<file path="config.mk">
export PLATFORM = sky130hd
export DESIGN_NAME = bpdu_field_extractor_unit
export DESIGN_NICKNAME = d
export VERILOG_FILES = /design/src/rtl/bfe_pkg.sv /design/src/rtl/bfe_front.sv /design/src/rtl/bfe_queue.sv /design/src/rtl/bfe_back.sv /design/src/rtl/bpdu_field_extractor_unit.sv
export SDC_FILE = /design/constraint.sdc
export NUM_CORES = 1
export LEC_CHECK = 0
export BUFFER_PORTS_ARGS = -buffer_cell sky130_fd_sc_hd__buf_4
export CAP_MARGIN = 20
export CORE_MARGIN = 1.5
export CORE_UTILIZATION = 30
export DETAILED_ROUTE_END_ITERATION = 6
export PLACE_DENSITY = 0.52
export SLEW_MARGIN = 20
export SYNTH_ARGS = -nofsm -noshare
export SYNTH_HDL_FRONTEND = slang
export SYNTH_HIERARCHICAL = 1
export SYNTH_SLANG_ARGS = --single-unit
</file>
<file path="constraint.sdc">
create_clock -name i_clk -period 13.8 [get_ports i_clk]
set_input_delay 1.38 -clock i_clk [delete_from_list [all_inputs] [get_ports i_clk]]
set_output_delay 1.38 -clock i_clk [all_outputs]
set_load 0.03 [all_outputs]
</file>
<file path="src/rtl/bfe_pkg.sv">
// Shared types, codes and helpers of the BPDU field extractor.
package bfe_pkg;

    localparam int MAX_MSTI_DEF  = 64;
    localparam int MAX_FRAME_DEF = 1500;
    localparam int QUEUE_DEPTH   = 4;
    localparam int LEN_W         = 11;
    localparam int NSLOT         = 3;

    localparam logic [LEN_W-1:0] BODY_LEN    = 11'd35;
    localparam logic [LEN_W-1:0] MST_MIN_LEN = 11'd102;

    // BPDU type codes
    localparam logic [7:0] TYPE_CONFIG = 8'h00;
    localparam logic [7:0] TYPE_RST    = 8'h02;
    localparam logic [7:0] TYPE_TCN    = 8'h80;

    // running verdict of a frame
    typedef enum logic [3:0] {
        CLS_NOT_STP   = 4'd0,
        CLS_TCN       = 4'd1,
        CLS_SPB       = 4'd2,
        CLS_TRUNC     = 4'd3,
        CLS_CONFIG    = 4'd4,
        CLS_RST       = 4'd5,
        CLS_RST_SHORT = 4'd6,
        CLS_MSTP      = 4'd7,
        CLS_V3ZERO    = 4'd8,
        CLS_ALT       = 4'd9
    } t_class;

    // field tags, in wire order
    localparam logic [5:0] TAG_VERDICT    = 6'd0;
    localparam logic [5:0] TAG_VERSION    = 6'd1;
    localparam logic [5:0] TAG_TYPE       = 6'd2;
    localparam logic [5:0] TAG_FLAGS      = 6'd3;
    localparam logic [5:0] TAG_ROOT_PRI   = 6'd4;
    localparam logic [5:0] TAG_ROOT_EXT   = 6'd5;
    localparam logic [5:0] TAG_ROOT_MAC   = 6'd6;
    localparam logic [5:0] TAG_ROOT_COST  = 6'd7;
    localparam logic [5:0] TAG_BR_PRI     = 6'd8;
    localparam logic [5:0] TAG_BR_EXT     = 6'd9;
    localparam logic [5:0] TAG_BR_MAC     = 6'd10;
    localparam logic [5:0] TAG_PORT_PRI   = 6'd11;
    localparam logic [5:0] TAG_PORT_NUM   = 6'd12;
    localparam logic [5:0] TAG_MSG_AGE    = 6'd13;
    localparam logic [5:0] TAG_MAX_AGE    = 6'd14;
    localparam logic [5:0] TAG_HELLO      = 6'd15;
    localparam logic [5:0] TAG_FWD_DELAY  = 6'd16;
    localparam logic [5:0] TAG_V1_LEN     = 6'd17;
    localparam logic [5:0] TAG_V3_LEN     = 6'd18;
    localparam logic [5:0] TAG_FMT_SEL    = 6'd19;
    localparam logic [5:0] TAG_REVISION   = 6'd20;
    localparam logic [5:0] TAG_CIST_COST  = 6'd21;
    localparam logic [5:0] TAG_CIST_PRI   = 6'd22;
    localparam logic [5:0] TAG_CIST_EXT   = 6'd23;
    localparam logic [5:0] TAG_CIST_MAC   = 6'd24;
    localparam logic [5:0] TAG_CIST_HOPS  = 6'd25;
    localparam logic [5:0] TAG_MSTI_FLAGS = 6'd26;
    localparam logic [5:0] TAG_MSTI_PRI   = 6'd27;
    localparam logic [5:0] TAG_MSTI_ID    = 6'd28;
    localparam logic [5:0] TAG_MSTI_MAC   = 6'd29;
    localparam logic [5:0] TAG_MSTI_COST  = 6'd30;
    localparam logic [5:0] TAG_MSTI_BPRI  = 6'd31;
    localparam logic [5:0] TAG_MSTI_PPRI  = 6'd32;
    localparam logic [5:0] TAG_MSTI_HOPS  = 6'd33;

    typedef struct packed {
        logic [7:0]       data_byte;
        logic [LEN_W-1:0] frame_length;
        logic             start_of_frame;
    } t_item;

    typedef struct packed {
        logic [5:0]  field_tag;
        logic [5:0]  msti_index;
        logic [47:0] field_value;
        logic        end_of_frame;
    } t_rec;

    // records caused by one byte, slots 0 .. cnt-1 in order
    typedef struct packed {
        logic [1:0]           cnt;
        t_rec [NSLOT-1:0]     rec;
    } t_bundle;

    function automatic t_rec mk_rec(logic [5:0] tag, logic [5:0] idx, logic [47:0] val,
                                    logic eof);
        t_rec r;
        r.field_tag    = tag;
        r.msti_index   = idx;
        r.field_value  = val;
        r.end_of_frame = eof;
        return r;
    endfunction

endpackage

</file>
<file path="src/rtl/bfe_front.sv">
// Front end: byte parser that classifies the frame and builds the records of each byte.
module bfe_front #(
    parameter int MAX_MSTI  = bfe_pkg::MAX_MSTI_DEF,
    parameter int MAX_FRAME = bfe_pkg::MAX_FRAME_DEF
) (
    input  logic            i_clk,
    input  logic            i_rst_n,
    input  logic            i_accept,
    input  bfe_pkg::t_item  i_item,
    output logic            o_wr,
    output bfe_pkg::t_bundle o_bundle
);
    import bfe_pkg::*;

    localparam logic [LEN_W-1:0] L_MAX  = LEN_W'(MAX_FRAME);
    localparam logic [6:0]       M_MAX  = 7'(MAX_MSTI);

    logic [LEN_W-1:0] r_pos, n_pos;
    logic [47:0]      r_acc, n_acc;
    logic [7:0]       r_pv, n_pv;
    logic [15:0]      r_v3, n_v3;
    logic [6:0]       r_msti, n_msti;
    t_class           r_cls, n_cls;

    logic [LEN_W-1:0] s_pos, len, q;
    logic [47:0]      s_acc, a;
    logic [7:0]       b;
    logic [15:0]      w;
    logic             sof, live, ok, v_en;
    logic [1:0]       nf;
    t_rec             f0, f1;
    logic [16:0]      total, avail;
    logic [12:0]      whole;
    logic [5:0]       m;

    assign sof  = i_item.start_of_frame;
    assign b    = i_item.data_byte;
    assign len  = (i_item.frame_length > L_MAX) ? L_MAX : i_item.frame_length;
    assign s_pos = sof ? '0 : r_pos;
    assign s_acc = sof ? '0 : r_acc;
    assign live = s_pos < len;
    assign a    = {s_acc[39:0], b};
    assign w    = a[15:0];
    assign q    = s_pos - MST_MIN_LEN;
    assign m    = q[9:4];

    // MSTI count from version 3 length, clipped to bytes present
    always_comb begin
        total = (r_v3 >= 16'd64) ? {1'b0, r_v3 - 16'd64} : {1'b0, r_v3[11:0], 4'd0};
        avail = (len >= MST_MIN_LEN) ? 17'(len - MST_MIN_LEN) : '0;
        if (total > avail) total = avail;
        whole = total[16:4];
    end

    // field decode and state update
    always_comb begin
        n_pos  = s_pos;
        n_acc  = s_acc;
        n_pv   = sof ? '0 : r_pv;
        n_v3   = sof ? '0 : r_v3;
        n_msti = sof ? '0 : r_msti;
        n_cls  = sof ? CLS_NOT_STP : r_cls;
        nf     = 2'd0;
        f0     = mk_rec(TAG_VERDICT, 6'd0, 48'd0, 1'b0);
        f1     = f0;
        ok     = 1'b0;
        if (live) begin
            n_acc = a;
            if (s_pos != 11'h7FF) n_pos = s_pos + 1'b1;
            if (s_pos == 11'd2) begin
                n_pv = b;
            end else if (s_pos == 11'd3) begin
                ok = (a[31:16] == 16'd0) &&
                     (b == TYPE_CONFIG || b == TYPE_RST || b == TYPE_TCN) &&
                     (b == TYPE_TCN || n_pv == 8'd0 || n_pv == 8'd2 ||
                      n_pv == 8'd3 || n_pv == 8'd4);
                if (ok) begin
                    if (b == TYPE_TCN)          n_cls = CLS_TCN;
                    else if (n_pv == 8'd4)      n_cls = CLS_SPB;
                    else if (len < BODY_LEN)    n_cls = CLS_TRUNC;
                    else if (b == TYPE_CONFIG)  n_cls = CLS_CONFIG;
                    else if (len == BODY_LEN)   n_cls = CLS_RST_SHORT;
                    else                        n_cls = CLS_RST;
                    f0 = mk_rec(TAG_VERSION, 6'd0, {40'd0, n_pv}, 1'b0);
                    f1 = mk_rec(TAG_TYPE, 6'd0, {40'd0, b}, 1'b0);
                    nf = 2'd2;
                end
            end else if (s_pos >= 11'd4 && s_pos < BODY_LEN) begin
                if (n_cls >= CLS_CONFIG) begin
                    nf = 2'd1;
                    case (s_pos)
                        11'd4:  f0 = mk_rec(TAG_FLAGS, 6'd0, {40'd0, b}, 1'b0);
                        11'd6: begin
                            f0 = mk_rec(TAG_ROOT_PRI, 6'd0, {32'd0, w & 16'hF000}, 1'b0);
                            f1 = mk_rec(TAG_ROOT_EXT, 6'd0, {32'd0, w & 16'h0FFF}, 1'b0);
                            nf = 2'd2;
                        end
                        11'd12: f0 = mk_rec(TAG_ROOT_MAC, 6'd0, a, 1'b0);
                        11'd16: f0 = mk_rec(TAG_ROOT_COST, 6'd0, {16'd0, a[31:0]}, 1'b0);
                        11'd18: begin
                            f0 = mk_rec(TAG_BR_PRI, 6'd0, {32'd0, w & 16'hF000}, 1'b0);
                            f1 = mk_rec(TAG_BR_EXT, 6'd0, {32'd0, w & 16'h0FFF}, 1'b0);
                            nf = 2'd2;
                        end
                        11'd24: f0 = mk_rec(TAG_BR_MAC, 6'd0, a, 1'b0);
                        11'd26: begin
                            // port priority nibble scaled by 16
                            f0 = mk_rec(TAG_PORT_PRI, 6'd0, {40'd0, w[15:12], 4'd0}, 1'b0);
                            f1 = mk_rec(TAG_PORT_NUM, 6'd0, {32'd0, w & 16'h0FFF}, 1'b0);
                            nf = 2'd2;
                        end
                        11'd28: f0 = mk_rec(TAG_MSG_AGE, 6'd0, {32'd0, w}, 1'b0);
                        11'd30: f0 = mk_rec(TAG_MAX_AGE, 6'd0, {32'd0, w}, 1'b0);
                        11'd32: f0 = mk_rec(TAG_HELLO, 6'd0, {32'd0, w}, 1'b0);
                        11'd34: f0 = mk_rec(TAG_FWD_DELAY, 6'd0, {32'd0, w}, 1'b0);
                        default: nf = 2'd0;
                    endcase
                end
            end else if (s_pos == BODY_LEN) begin
                if (n_cls == CLS_RST) begin
                    f0 = mk_rec(TAG_V1_LEN, 6'd0, {40'd0, b}, 1'b0);
                    nf = 2'd1;
                    if (n_pv >= 8'd3 && b == 8'd0 && len >= MST_MIN_LEN) n_cls = CLS_MSTP;
                end
            end else if (n_cls == CLS_MSTP || n_cls == CLS_V3ZERO || n_cls == CLS_ALT) begin
                if (s_pos == 11'd37 && n_cls == CLS_MSTP) begin
                    n_v3 = w;
                    f0 = mk_rec(TAG_V3_LEN, 6'd0, {32'd0, w}, 1'b0);
                    nf = 2'd1;
                end else if (s_pos == 11'd38 && n_cls == CLS_MSTP) begin
                    f0 = mk_rec(TAG_FMT_SEL, 6'd0, {40'd0, b}, 1'b0);
                    nf = 2'd1;
                    if (r_v3 == 16'd0)
                        n_cls = (len == {3'd0, b} + 11'd39) ? CLS_ALT : CLS_V3ZERO;
                    else
                        n_msti = (whole > 13'(M_MAX)) ? M_MAX : whole[6:0];
                end else if (s_pos == 11'd72) begin
                    f0 = mk_rec(TAG_REVISION, 6'd0, {32'd0, w}, 1'b0);
                    nf = 2'd1;
                end else if (n_cls == CLS_MSTP) begin
                    nf = 2'd1;
                    if (s_pos == 11'd92)
                        f0 = mk_rec(TAG_CIST_COST, 6'd0, {16'd0, a[31:0]}, 1'b0);
                    else if (s_pos == 11'd94) begin
                        f0 = mk_rec(TAG_CIST_PRI, 6'd0, {32'd0, w & 16'hF000}, 1'b0);
                        f1 = mk_rec(TAG_CIST_EXT, 6'd0, {32'd0, w & 16'h0FFF}, 1'b0);
                        nf = 2'd2;
                    end else if (s_pos == 11'd100)
                        f0 = mk_rec(TAG_CIST_MAC, 6'd0, a, 1'b0);
                    else if (s_pos == 11'd101)
                        f0 = mk_rec(TAG_CIST_HOPS, 6'd0, {40'd0, b}, 1'b0);
                    else if (s_pos >= MST_MIN_LEN && q < {r_msti, 4'd0}) begin
                        // one MSTI message every 16 bytes
                        case (q[3:0])
                            4'd0:  f0 = mk_rec(TAG_MSTI_FLAGS, m, {40'd0, b}, 1'b0);
                            4'd2: begin
                                f0 = mk_rec(TAG_MSTI_PRI, m, {32'd0, w & 16'hF000}, 1'b0);
                                f1 = mk_rec(TAG_MSTI_ID, m, {32'd0, w & 16'h0FFF}, 1'b0);
                                nf = 2'd2;
                            end
                            4'd8:  f0 = mk_rec(TAG_MSTI_MAC, m, a, 1'b0);
                            4'd12: f0 = mk_rec(TAG_MSTI_COST, m, {16'd0, a[31:0]}, 1'b0);
                            4'd13: f0 = mk_rec(TAG_MSTI_BPRI, m, {44'd0, b[7:4]}, 1'b0);
                            4'd14: f0 = mk_rec(TAG_MSTI_PPRI, m, {44'd0, b[7:4]}, 1'b0);
                            4'd15: f0 = mk_rec(TAG_MSTI_HOPS, m, {40'd0, b}, 1'b0);
                            default: nf = 2'd0;
                        endcase
                    end else
                        nf = 2'd0;
                end
            end
        end
    end

    // pack field records and the verdict into one bundle
    assign v_en = live && (s_pos + 1'b1 == len);
    always_comb begin
        o_bundle.rec[0] = f0;
        o_bundle.rec[1] = f1;
        o_bundle.rec[2] = f1;
        o_bundle.rec[nf] = mk_rec(TAG_VERDICT, 6'd0, {44'd0, n_cls}, 1'b1);
        o_bundle.cnt = nf + {1'b0, v_en};
    end
    assign o_wr = i_accept && (o_bundle.cnt != 2'd0);

    always_ff @(posedge i_clk) begin
        if (!i_rst_n) begin
            r_pos  <= '0;
            r_acc  <= '0;
            r_pv   <= '0;
            r_v3   <= '0;
            r_msti <= '0;
            r_cls  <= CLS_NOT_STP;
        end else if (i_accept) begin
            r_pos  <= n_pos;
            r_acc  <= n_acc;
            r_pv   <= n_pv;
            r_v3   <= n_v3;
            r_msti <= n_msti;
            r_cls  <= n_cls;
        end
    end

endmodule

</file>
<file path="src/rtl/bfe_queue.sv">
// Short bundle queue between the parser and the record serialiser.
module bfe_queue #(
    parameter int DEPTH = bfe_pkg::QUEUE_DEPTH
) (
    input  logic             i_clk,
    input  logic             i_rst_n,
    input  logic             i_wr,
    input  bfe_pkg::t_bundle i_data,
    input  logic             i_rd,
    output bfe_pkg::t_bundle o_data,
    output logic             o_full,
    output logic             o_empty
);
    import bfe_pkg::*;

    localparam int AW = (DEPTH > 1) ? $clog2(DEPTH) : 1;

    t_bundle       mem [DEPTH];
    logic [AW-1:0] r_wp, r_rp;
    logic [AW:0]   r_cnt;

    assign o_full  = (r_cnt == (AW+1)'(DEPTH));
    assign o_empty = (r_cnt == '0);
    assign o_data  = mem[r_rp];

    // storage
    always_ff @(posedge i_clk) begin
        if (i_wr && !o_full) mem[r_wp] <= i_data;
    end

    // pointers and fill level
    always_ff @(posedge i_clk) begin
        if (!i_rst_n) begin
            r_wp  <= '0;
            r_rp  <= '0;
            r_cnt <= '0;
        end else begin
            if (i_wr && !o_full)
                r_wp <= (r_wp == AW'(DEPTH-1)) ? '0 : r_wp + 1'b1;
            if (i_rd && !o_empty)
                r_rp <= (r_rp == AW'(DEPTH-1)) ? '0 : r_rp + 1'b1;
            r_cnt <= r_cnt + {AW'(0), (i_wr && !o_full)} - {AW'(0), (i_rd && !o_empty)};
        end
    end

endmodule

</file>
<file path="src/rtl/bfe_back.sv">
// Back end: hands out the records of each bundle one request at a time.
module bfe_back (
    input  logic             i_clk,
    input  logic             i_rst_n,
    input  logic             i_q_empty,
    input  bfe_pkg::t_bundle i_q_data,
    output logic             o_q_rd,
    input  logic             i_pop,
    output logic             o_empty,
    output bfe_pkg::t_rec    o_rec
);
    import bfe_pkg::*;

    t_bundle    r_cur;
    logic [1:0] r_idx;
    logic       r_valid;
    logic       last, take, need;

    assign o_empty = !r_valid;
    assign o_rec   = r_cur.rec[r_idx];
    assign take    = i_pop && r_valid;
    assign last    = (r_idx + 1'b1 == r_cur.cnt);
    assign need    = !r_valid || (take && last);
    assign o_q_rd  = need && !i_q_empty;

    // current bundle and slot pointer
    always_ff @(posedge i_clk) begin
        if (o_q_rd) r_cur <= i_q_data;
        if (!i_rst_n) begin
            r_valid <= 1'b0;
            r_idx   <= '0;
        end else if (need) begin
            r_valid <= !i_q_empty;
            r_idx   <= '0;
        end else if (take) begin
            r_idx <= r_idx + 1'b1;
        end
    end

    // slot pointer stays inside the bundle
    a_idx_range: assert property (@(posedge i_clk) disable iff (!i_rst_n)
        r_valid |-> (r_idx < r_cur.cnt))
        else $error("slot pointer past bundle");
    // verdict only ever on the last slot of its bundle
    a_eof_last: assert property (@(posedge i_clk) disable iff (!i_rst_n)
        (r_valid && o_rec.end_of_frame) |-> last)
        else $error("verdict not last in bundle");
    // a request taken mid-bundle leaves the next slot on show
    a_mid_hold: assert property (@(posedge i_clk) disable iff (!i_rst_n)
        (take && !last) |=> (r_valid && r_idx == $past(r_idx) + 2'd1))
        else $error("mid-bundle record lost");

endmodule

</file>
<file path="src/rtl/bpdu_field_extractor_unit.sv">
// Top level of the BPDU field extractor: parser front, bundle queue, record back end.
// One payload byte is taken per cycle while full is low; each byte yields up to three
// tag/value records (two field records plus the verdict on the frame's last byte),
// which the back end hands out one per cycle while pop is high. The parser decodes each
// byte combinationally; full rises only when the four-entry bundle queue is full, which
// happens when records are produced faster than they are popped. A record reaches o_result
// once its bundle has been written into the queue and then loaded into the back end.
module bpdu_field_extractor_unit #(
    parameter int MAX_MSTI  = bfe_pkg::MAX_MSTI_DEF,
    parameter int MAX_FRAME = bfe_pkg::MAX_FRAME_DEF
) (
    input  logic            i_clk,
    input  logic            i_rst_n,
    input  logic            push,
    output logic            full,
    input  bfe_pkg::t_item  i_item,
    output logic            empty,
    input  logic            pop,
    output bfe_pkg::t_rec   o_result
);
    import bfe_pkg::*;

    t_bundle wr_bundle, rd_bundle;
    logic    wr, rd, q_empty, accept;

    assign accept = push && !full;

    bfe_front #(.MAX_MSTI(MAX_MSTI), .MAX_FRAME(MAX_FRAME)) u_front (
        .i_clk    (i_clk),
        .i_rst_n  (i_rst_n),
        .i_accept (accept),
        .i_item   (i_item),
        .o_wr     (wr),
        .o_bundle (wr_bundle)
    );

    bfe_queue #(.DEPTH(QUEUE_DEPTH)) u_queue (
        .i_clk   (i_clk),
        .i_rst_n (i_rst_n),
        .i_wr    (wr),
        .i_data  (wr_bundle),
        .i_rd    (rd),
        .o_data  (rd_bundle),
        .o_full  (full),
        .o_empty (q_empty)
    );

    bfe_back u_back (
        .i_clk     (i_clk),
        .i_rst_n   (i_rst_n),
        .i_q_empty (q_empty),
        .i_q_data  (rd_bundle),
        .o_q_rd    (rd),
        .i_pop     (pop),
        .o_empty   (empty),
        .o_rec     (o_result)
    );

endmodule
</file>
==> impl_metrics.csv <==
group,metric,value,unit
status,status,"complete, no violations",
global_route,antenna_found_initial,0,
setup_path,start_kind,"input port",
global_route,met1_usage,19.1,%
detailed_routing,drtIter0Drc,1766,
placed_design,post-place-ws,3.55,ns
yosys,synth-seq-area-share,68.8,%
sta,setup_violations,0,
flow_run,drv_cap,0,
clocking,cts_root_buf,"clkbuf_16",
placed_design,hpwl,64300,um
sta,drv_slew,0,
yosys,ys_warn_count,6,
sta,rsz0062_at_grt,"no",
clocking,cts_made_buffers,107,
clocking,h-tree-depth,3,
yosys,ys.flop_type,"edfxtp_1",
sta,finalWorstSetupSlack,4.38,ns
power,power,6.20,mW
setup_path,end_kind,"register",
clocking,cts.reportedPaths.clkPinSlew,0.06,ns
placed_design,gp_congestion,0.909,
floorplan,start_util,30.2,%
setup_path,path_delay_family,"simple AND/OR/NAND/NOR gates",
placed_design,portBuffers,86,
global_route,grtUsageTotal,14.1,%
detailed_routing,finalWirelength,104000,um
yosys,synthArstFlopShare,0,%
setup_path,arrival,9.74,ns
yosys,synthTopCellsByArea,"edfxtp_1 64%, mux4_2 9.6%, dfxtp_1 4.5%, nor2_1 1.8%, mux2i_1 1.7%",
setup_path,worstPathCellList,"buf_4 > clkinv_1 > nand2_1 > inv_1 > ha_1 > or3_1 > and3_1 > nor3_1 > xnor2_1 > inv_1 > ha_1 > a41o_1 > a21oi_1 > nand2_1 > nor3_1 > buf_4 > a41o_1 > o31a_1 > xor2_1 > nor2_1 > nor2_1 > nor2b_1 > and2_4 > buf_4",
detailed_routing,remaining_drc_errors,0,
floorplan,ios,87,
sta,whs,0.462,ns
floorplan,core,143000,sq um
detailed_routing,antenna_left,0,
global_route,grt_pass1_vias,24100,
setup_path,cp_max_fo,52,
sta,maxSlewHeadroom,21.6,%
clocking,cts_buffer_depth,3,
hold_path,min_from,"u_front/r_msti[3]$_SDFFE_PN0P_",
sta,fin_worst_skew,0.0972,ns
final_layout,utilization,34.2,%
global_route,grt_util_met2,23.4,%
clocking,cts_sinks,1023,
clocking,cts_resized,0,
sta,finalSetupTns,0,ns
yosys,synth_area_leader_cell,"edfxtp_1",
setup_path,cp_slowest_cell,"clkinv_1",
sta,fmax,0.106,GHz
sta,worstMarginPinSlew,1.16,ns
floorplan,std_cell_rows,139,
detailed_routing,vias,23600,
setup_path,critPathMaxStageDelay,0.95,ns
detailed_routing,wl_per_cell,21.5,um
setup_path,timing.rr.start,"u_front/r_pos[2]$_SDFFE_PN0P_",
yosys,avgSynthCellArea,15.8,sq um
yosys,yosysTopAreaCellShare,64.2,%
hold_path,hold_path.class,"register to register",
clocking,clock_latency,0.71,ns
yosys,synth.distinct_cells,86,
floorplan,die_x,383,um
final_layout,nFillCells,13800,
yosys,syn_area,43200,sq um
setup_path,worstPathRequired,14.12,ns
sta,fin_crit,9.42,ns
final_layout,nets,2904,
setup_path,r2r-end,"u_queue/mem[1][143]$_DFFE_PP_",
floorplan,fp.dieH,383,um
detailed_routing,dr.pass1.iters,5,
yosys,synth-edff-count,925,
clocking,cts_tree,"done",
setup_path,cpMostUsedCell,"buf_4",
sta,fin_crit_sh,68.3,%
setup_path,rrSetupSlack,6.35,ns
global_route,grt_busiest_layer,"met2",
clocking,post_cts_buffers,0,
floorplan,dieArea,146000,sq um
setup_path,rr_worst_depth,23,
hold_path,worstHoldPathCells,2,
detailed_routing,vias_per_cell,4.90,
yosys,synth_top_cells_by_count,"925 x edfxtp_1, 206 x nor2_1, 185 x mux4_2",
setup_path,path_class,"input port to register",
final_layout,area_growth,13.4,%
power,peakVddDrop,0.0000987,V
sta,final-hold-violation-count,0,
hold_path,holdPathEnd,"u_front/r_msti[3]$_SDFFE_PN0P_",
global_route,grt_pass1_wl,156000,um
global_route,grt_max_degree,128,
power,powerDensity,127,nW/um^2
power,leakage,15.0,nW
yosys,synth_seq_cells,1023,
final_layout,drive_gt1_share,17.5,%
setup_path,crit_buf_inv,6,
yosys,yosysMostFrequentCell,"edfxtp_1",
global_route,grt-ovfl-total,0,
global_route,grt_use_met3,2.17,%
yosys,synth_cells,2736,
clocking,holdBufCountCts,0,
-- registers in the layout, summed over array words and instances (netlist names), 3 cells and up, named ones only --
signal	cells
u_queue/mem	740
u_queue/r_cnt	3
u_front/r_cls	4
u_front/r_msti	7
u_back/r_cur	185
u_front/r_pos	11
u_front/r_v3	16
u_front/r_acc	40
u_front/r_pv	8
-- routing by layer --
metal  part of all wire [%]  vias up  wire length, um
li1                       -    10700                -
met1                     45    12200            46300
met2                     49      573            50600
met3                    4.5      134             4630
met4                    2.1        0             2150
met5                      0        -                0
-- cells in the final DEF (no fill, tap or decap), types with 14 or more instances in the layout --
master       n
nor2_1     205
ha_1        55
clkinv_1    27
nor2b_1     21
nor3_1      46
mux4_2     185
a31oi_1     15
a21oi_1     58
nand2_1    181
nand2b_1    14
xnor2_1     36
mux2i_1     72
nand3_1     45
inv_1       50
xor2_1      16
and3_1      20
clkinv_2    24
dfxtp_1     94
o31ai_1     14
edfxtp_1   925
o21ai_0    115
a22oi_1     74
conb_1      75
clkbuf_1    15
clkbuf_16  107
and2_1      53
buf_4      115
nor4_1      23
-- cells by family after synthesis --
logic type | count (synthesis) | share of synthesized area (%)
muxes | 260 | 11.4
and+or+nand+nor | 689 | 7.69
other | 1 | 0.00867
xor gates and xnor gates | 53 | 1.09
AOI/OAI and AO/OA | 383 | 5.80
adders and majority gates | 56 | 1.64
buffers and inverters | 271 | 3.59
DFF | 1023 | 68.8
-- final cells by class --
type / count / area, sq um / area share (%)
clock inverter: 70 / 613 / 1.25
multi-input combinational: 1516 / 12300 / 25.0
sequential: 1023 / 29800 / 60.7
antenna: 2 / 5.00 / 0.0102
clock buffer: 126 / 2790 / 5.69
inverter: 54 / 208 / 0.424
tap: 1903 / 2380 / 4.86
timing repair buffer: 122 / 995 / 2.03
-- tightest hold or removal path, cell delays in order (launching register included) --
cell,delay (ns)
dfxtp_1,0.33
nand2_1,0.05
o31ai_1,0.05
-- worst max-delay path by stage --
| stage | from | end | slack, ns | depth (start not counted) |
|---|---|---|---|---|
| 6_report | i_item[0] | u_queue/mem[1][143]$_DFFE_PP_ | 4.38 | 24 |
| 3_3_place_gp | i_item[0] | u_queue/mem[1][145]$_DFFE_PP_ | 3.68 | 24 |
| 3_5_place_dp | i_item[0] | u_queue/mem[1][145]$_DFFE_PP_ | 3.55 | 24 |
| 5_1_grt | i_item[0] | u_queue/mem[1][91]$_DFFE_PP_ | 3.66 | 24 |
| 2_1_floorplan | pop | u_queue/r_cnt[2]$_SDFF_PN0_ | 0.32 | 12 |
| 4_1_cts | i_item[0] | u_queue/mem[1][91]$_DFFE_PP_ | 4.34 | 24 |
-- per-stage QoR --
step           std cells  area (sq um)
5_1_grt             4814         49000
4_1_cts             4814         49000
2_1_floorplan       2810         43500
3_3_place_gp        4618         45600
6_report            4816         49000
3_5_place_dp        4618         45600
-- report_power, final --
part / internal, mW / switching [mW]
Clock: 1.55 / 1.20
Combinational: 0.0291 / 0.0767
Sequential: 3.34 / 0.00458
Note: power is estimated with default switching activity, not from simulation.
